$ cat src/design/tclod_pkg.sv
// ----------------------------------------------------------------------------
// tclod_pkg
// Shared widths, register indexes, band limits and helper functions for the
// terrain chunk level-of-detail selector.
// ----------------------------------------------------------------------------
`default_nettype none

package tclod_pkg;

   // Field widths
   localparam int CHUNK_W     = 20;
   localparam int CAM_W       = 34;
   localparam int PS_W        = 24;
   localparam int THR_W       = 16;
   localparam int LOD_W       = 3;
   localparam int CSR_INDEX_W = 3;
   localparam int CSR_DATA_W  = 34;

   // Datapath widths
   localparam int NUM_AXES  = 3;
   localparam int NUM_LANES = 4;
   localparam int GAP_W     = 21;               // gap saturates at 2^20 (Q8 meters)
   localparam int D2_W      = 42;               // sum of three squared gaps
   localparam int T_W       = 48;               // threshold^2 * cells^2
   localparam int T_SPLIT   = 24;
   localparam int D_SPLIT   = 21;
   localparam int PP_W      = T_SPLIT + D_SPLIT;
   localparam int RHS_W     = T_W + D2_W;
   localparam int SQ_FRAC_W = 16;               // Q8 squared

   // Register indexes
   localparam logic [CSR_INDEX_W-1:0] CSR_CAMERA_X        = 3'd0;
   localparam logic [CSR_INDEX_W-1:0] CSR_CAMERA_Y        = 3'd1;
   localparam logic [CSR_INDEX_W-1:0] CSR_CAMERA_Z        = 3'd2;
   localparam logic [CSR_INDEX_W-1:0] CSR_PIXEL_SCALE     = 3'd3;
   localparam logic [CSR_INDEX_W-1:0] CSR_ERROR_THRESHOLD = 3'd4;

   // Register reset values
   localparam logic [PS_W-1:0]  PS_RESET  = 24'd239437;
   localparam logic [THR_W-1:0] THR_RESET = 16'd512;

   // Per-axis gap limit, 4096 m in Q8
   localparam logic [GAP_W-1:0] GAP_SAT = 21'h10_0000;

   // Squared band limits, Q16 square meters
   localparam logic [D2_W-1:0] BAND_4   = 42'h10_0000_0000;   // 1024 m
   localparam logic [D2_W-1:0] BAND_3   = 42'h04_0000_0000;   // 512 m
   localparam logic [D2_W-1:0] BAND_2   = 42'h01_0000_0000;   // 256 m
   localparam logic [D2_W-1:0] BAND_1   = 42'h00_4000_0000;   // 128 m
   localparam logic [D2_W-1:0] D2_FLOOR = 42'h00_0001_0000;   // 1 m

   // Detail levels
   localparam logic [LOD_W-1:0] LOD_0 = 3'd0;
   localparam logic [LOD_W-1:0] LOD_1 = 3'd1;
   localparam logic [LOD_W-1:0] LOD_2 = 3'd2;
   localparam logic [LOD_W-1:0] LOD_3 = 3'd3;
   localparam logic [LOD_W-1:0] LOD_4 = 3'd4;

   // Square of the cell count at one level, never below one cell
   function automatic int cells_sq(input int fc, input int lvl);
      int c;
      c = fc >> lvl;
      if (c < 1) begin
         c = 1;
      end
      return c * c;
   endfunction

   // Width of 3 * chunk^2 * 65536 * pixel_scale^2
   function automatic int lhs_width(input int cm);
      return $clog2(3 * cm * cm + 1) + 2 * PS_W + SQ_FRAC_W;
   endfunction

endpackage

`default_nettype wire

$ cat src/design/tclod_cfg.sv
// ----------------------------------------------------------------------------
// tclod_cfg
// Configuration registers and the products that depend on them alone: the
// projected chunk size term and the per-level threshold terms.
// ----------------------------------------------------------------------------
`default_nettype none

module tclod_cfg
   import tclod_pkg::*;
#(
   parameter int CHUNK_METERS = 32,
   parameter int FINEST_CELLS = 32
)
(
   input  logic                                   clock,
   input  logic                                   reset,
   input  logic                                   csr_write,
   input  logic [CSR_INDEX_W-1:0]                 csr_index,
   input  logic [CSR_DATA_W-1:0]                  csr_wdata,
   output logic [NUM_AXES-1:0][CAM_W-1:0]         cam,
   output logic [lhs_width(CHUNK_METERS)-1:0]     lhs,
   output logic [NUM_LANES-1:0][T_W-1:0]          tcell
);

   localparam int A_VAL  = 3 * CHUNK_METERS * CHUNK_METERS;
   localparam int AW     = $clog2(A_VAL + 1);
   localparam int PS2_W  = 2 * PS_W;
   localparam int THR2_W = 2 * THR_W;
   localparam int LPW    = AW + PS_W;
   localparam int LW     = lhs_width(CHUNK_METERS);
   localparam logic [AW-1:0] A_CONST = AW'(A_VAL);

   logic [NUM_AXES-1:0][CAM_W-1:0]  cam_ff;
   logic [PS_W-1:0]                 ps_ff;
   logic [THR_W-1:0]                thr_ff;
   logic [PS2_W-1:0]                ps2_ff, ps2_in;
   logic [THR2_W-1:0]               thr2_ff, thr2_in;
   logic [LPW-1:0]                  lhi_ff, lhi_in;
   logic [LPW-1:0]                  llo_ff, llo_in;
   logic [LW-1:0]                   lhs_ff, lhs_in;
   logic [NUM_LANES-1:0][T_W-1:0]   tcell_ff, tcell_in;

   // Write one register; ignore indexes past the list
   always_ff @(posedge clock) begin
      if (reset) begin
         cam_ff <= '0;
         ps_ff  <= PS_RESET;
         thr_ff <= THR_RESET;
      end else if (csr_write) begin
         unique case (csr_index)
            CSR_CAMERA_X:        cam_ff[0] <= csr_wdata[CAM_W-1:0];
            CSR_CAMERA_Y:        cam_ff[1] <= csr_wdata[CAM_W-1:0];
            CSR_CAMERA_Z:        cam_ff[2] <= csr_wdata[CAM_W-1:0];
            CSR_PIXEL_SCALE:     ps_ff     <= csr_wdata[PS_W-1:0];
            CSR_ERROR_THRESHOLD: thr_ff    <= csr_wdata[THR_W-1:0];
            default: ;
         endcase
      end
   end

   // Square the scale and the threshold
   always_comb begin
      ps2_in  = PS2_W'(ps_ff) * PS2_W'(ps_ff);
      thr2_in = THR2_W'(thr_ff) * THR2_W'(thr_ff);
   end

   // Multiply the chunk term by each half of scale^2; scale threshold^2 by cells^2
   always_comb begin
      lhi_in = LPW'(A_CONST) * LPW'(ps2_ff[PS2_W-1:PS_W]);
      llo_in = LPW'(A_CONST) * LPW'(ps2_ff[PS_W-1:0]);
      for (int l = 0; l < NUM_LANES; l++) begin
         tcell_in[l] = T_W'(thr2_ff) * T_W'(cells_sq(FINEST_CELLS, l));
      end
   end

   // Join the halves and scale to Q16
   always_comb begin
      lhs_in = ((LW'(lhi_ff) << PS_W) + LW'(llo_ff)) << SQ_FRAC_W;
   end

   // Advance the derived terms every cycle
   always_ff @(posedge clock) begin
      ps2_ff   <= ps2_in;
      thr2_ff  <= thr2_in;
      lhi_ff   <= lhi_in;
      llo_ff   <= llo_in;
      tcell_ff <= tcell_in;
      lhs_ff   <= lhs_in;
   end

   assign cam   = cam_ff;
   assign lhs   = lhs_ff;
   assign tcell = tcell_ff;

endmodule

`default_nettype wire

$ cat config.mk
export PLATFORM = sky130hd
export DESIGN_NAME = tclod_cfg
export DESIGN_NICKNAME = d
export VERILOG_FILES = /design/src/design/tclod_pkg.sv /design/src/design/tclod_cfg.sv
export SDC_FILE = /design/constraint.sdc
export NUM_CORES = 2
export LEC_CHECK = 0
export BUFFER_PORTS_ARGS = -buffer_cell sky130_fd_sc_hd__buf_2
export CORE_MARGIN = 1.5
export CORE_UTILIZATION = 60
export CTS_CLUSTER_SIZE = 12
export DETAILED_ROUTE_END_ITERATION = 16
export PLACE_DENSITY = 0.8
export SETUP_SLACK_MARGIN = 0.02
export SLEW_MARGIN = 25
export SYNTH_ARGS = -nofsm -noshare
export SYNTH_HDL_FRONTEND = slang
export SYNTH_SLANG_ARGS = --single-unit
$ cat constraint.sdc
create_clock -name clock -period 12.5 [get_ports clock]
set_clock_uncertainty 0.2 [all_clocks]
set_input_delay 1.875 -clock clock [delete_from_list [all_inputs] [get_ports clock]]
set_output_delay 1.875 -clock clock [all_outputs]
set_load 0.03 [all_outputs]
==> reports/results.txt <==
status: finished clean
CTS resizes: 0
class of the worst hold path: register to register
synthesis-to-finish area growth: 6.71%
Cell Area, Placed: 0.0379 sq mm
GR Layer Usage met2: 0.433
gr ovfl total: 0
period utilization: 0.623
pwr dens: 220 mW/mm^2
Clk pwr share: 0.135
unrepaired setup endpoints after global routing: no
EDFF count, synth: 0
Post-Syn Area per Cell: 9.06 sq um
#FFs+latches synth: 351
dpl ws: 4.81 ns
Crit Path Max Fanout: 25
max-slew violation count: 0
design area: 0.0392 sq mm
crit path time final: 7.79 ns
largest net degree at the start of global routing: 76
via count: 26388
Slew @ Worst Pin: 1.14 ns
Worst EP arrival: 8.09 ns
Slew HR: 0.238
chip height: 251 um
total wire length: 81600 um
CP max stage delay: 1.02 ns
clk sinks: 351
synth unique cells: 77
Num CTS Buffers: 41
FF-to-FF path depth: 22
antenna-violating nets left: 0
Core Region: 0.0605 sq mm
fraction of layout cells with a size suffix above 1: 0.100
Crit Path Class: register to register
area share of the largest cell type after synthesis: 0.321
post-synthesis sequential area ratio: 0.191
Final TNS setup: 0 ns
die width: 251 um
Worst Setup End Kind: register
Synth Cell Area: 0.0368 sq mm
setup bufs post-CTS: 0
met1 usage: 0.358
max frequency: 128 MHz
Clock Path Buffers: 3
final RePlAce weighted congestion: 0.935
vias per cell: 5.25
reg2reg setup slack: 4.71 ns
initial antenna violation count: 2
synthesized instance count: 4062
max_cap viols: 0
met3 GRT Util: 0.0473
Internal: 0.00448 W
vias in the first global route: 27216
final worst setup slack: 4.71 ns
Initial Util: 0.608
DRC Markers: 0
Core Util, Final: 0.649
DR pass1 iterations: 6
fin nets: 5169
Crit path top cell by count: fa_1
# IOs: 410
gr usage total: 0.263
Net Sw Frac: 0.482
Post-synth top flop: dfxtp_1
WP data required: 12.80 ns
worst hold slack: 0.122 ns
final setup fails: 0
leakage: 20.7 nW
most used routing layer: met2
# H-tree levels: 2
Iteration-0 DRC Markers: 1671
RR Endpoint: ps2_ff[43]$_DFF_P_
Reg clk slew, reported paths: 0.06 ns
Slowest-stage cell, CP: dfxtp_1
CTS tree: yes
startpoint types: register
Die Area: 0.0628 sq mm
Root Buffer: clkbuf_16
Synth area leader: fa_1
num rows: 90
Fin. Hold Viols: 0
clock latency on the worst-skew pair: 0.60 ns
Seq pwr share: 0.179
drt wl/cell: 16.2 um
Synth warnings: 0
critical hold path startpoint: llo_ff[30]$_DFF_P_
ranking of synthesized cells by area: fa_1, dfxtp_1, ha_1
asr flop ratio synth: 0
hpwl dp: 64200 um
Worst Hold Path EP: lhs[46]$_DFF_P_
hold path depth: 0
first-pass GRT wire length: 134000 um
peak supply drop: 356 uV
r2r startpoint: ps_ff[1]$_SDFFE_PP0P_
switching power: 0.00416 W
Hold Buf Count CTS: 0
Cell Chain, Critical Path: nand2_1 -> fa_1 -> inv_1 -> fa_1 -> fa_1 -> inv_1 -> fa_1 -> inv_1 -> fa_1 -> fa_1 -> inv_1 -> fa_1 -> inv_1 -> ha_1 -> a21oi_1 -> a31oi_1 -> o21ai_1 -> a21oi_1 -> o31ai_1 -> nand3_1 -> a31oi_1 -> xnor2_1
logic gate share of total power: 0.686
# port buffers: 315
==> routing by layer <==
layer | up-vias | wire length, um
met3 | 160 | 6800
met1 | 12787 | 34700
met2 | 1064 | 37800
met4 | 0 | 2280
li1 | 12377 | -
met5 | - | 0
==> synth_stat cells, types with 6 or more instances <==
master / number
o31ai_1: 9
inv_1: 861
o21ai_1: 25
or3_1: 6
o21ai_0: 26
buf_4: 188
xnor2_1: 100
o221ai_1: 6
nor2b_1: 18
clkbuf_1: 122
nor3_1: 20
ha_1: 326
a21oi_1: 234
or2_2: 7
fa_1: 589
a211oi_1: 11
dfxtp_1: 351
nor2_1: 117
nand3b_1: 15
xor2_1: 49
a21o_1: 47
o21bai_1: 14
a31oi_1: 11
o211ai_1: 8
and3_1: 22
nand4_1: 9
nand3_1: 33
nand2b_1: 14
and2_1: 164
o21a_1: 10
nand2_1: 573
==> placed cells by master (no fill, tap or decap), types with 8 or more instances in the layout <==
cell,count
inv_1,861
fa_1,589
nand2_1,573
dfxtp_1,347
ha_1,326
buf_2,314
a21oi_1,234
and2_1,164
nor2_1,115
xnor2_1,100
conb_1,95
xor2_1,49
a21o_1,47
clkbuf_16,41
nand3_1,33
o21ai_0,26
o21ai_1,25
and3_1,22
nor3_1,20
nor2b_1,18
buf_4,16
nand3b_1,15
nand2b_1,14
o21bai_1,14
a211oi_1,11
a31oi_1,11
o21a_1,10
nand4_1,9
o31ai_1,9
o211ai_1,8
==> power groups by stage <==
stage	clock network, W	registers [W]	logic [W]
finish	0.00117	0.00154	0.00592
global placement	0	0.00156	0.00568
CTS	0.00119	0.00155	0.00585
detailed placement	0	0.00157	0.00580
floorplan	0	0.00168	0.00445
global route	0.00123	0.00157	0.00658
==> flip-flops by register name, summed over array words and instances (netlist names) <==
signal / flops
cam: 102
lhi_ff: 26
lhs: 49
llo_ff: 25
ps2_ff: 47
ps_ff: 24
tcell: 31
thr2_ff: 31
thr_ff: 16
==> cells by family after synthesis <==
| group | count (synthesis) | share of synthesized area |
|---|---|---|
| other | 1 | 0.000102 |
| adders and majority gates | 915 | 0.431 |
| buffers and inverters | 1176 | 0.139 |
| muxes | 5 | 0.00143 |
| and+or+nand+nor | 1022 | 0.127 |
| AOI/OAI and AO/OA | 443 | 0.0744 |
| DFF | 351 | 0.191 |
| xor gates and xnor gates | 149 | 0.0355 |
==> cell type report <==
| class | count | area (sq um) |
|---|---|---|
| clock inverters | 16 | 183 |
| diodes | 2 | 5.00 |
| fillers | 4773 | 21200 |
| well taps | 782 | 978 |
| inverters | 861 | 3230 |
| multi-input cells | 2629 | 25000 |
| flip-flops and latches | 351 | 7030 |
| repair buffers | 330 | 1690 |
| clock buffers | 53 | 1140 |
==> stage by stage <==
step                total power (W)  cells
CTS                         0.00859   5022
detailed placement          0.00737   4953
floorplan                   0.00613   4156
global placement            0.00724   4953
global route                0.00937   5023
finish                      0.00864   5024
==> critical path, delay by kind of cell, from the launching register on <==
family,cells,cell delay (ns)
simple gates,2,0.50
fa+ha+maj,8,4.01
flops,1,1.02
xor+xnor,1,0.14
buf+inv,5,0.26
compound gates,6,1.57
==> worst max-delay path by stage <==
stage	startpoint	endpoint	slack, ns
after global placement	ps_ff[14]$_SDFFE_PP0P_	ps2_ff[46]$_DFF_P_	4.97
after detailed placement	ps_ff[14]$_SDFFE_PP0P_	ps2_ff[43]$_DFF_P_	4.81
after floorplan	ps_ff[18]$_SDFFE_PP0P_	ps2_ff[46]$_DFF_P_	5.50
after CTS	ps_ff[14]$_SDFFE_PP0P_	ps2_ff[43]$_DFF_P_	4.75
final	ps_ff[1]$_SDFFE_PP0P_	ps2_ff[43]$_DFF_P_	4.71
after global routing	ps_ff[2]$_SDFFE_PP1P_	ps2_ff[43]$_DFF_P_	4.28
Power figures use the tool's default switching activity.
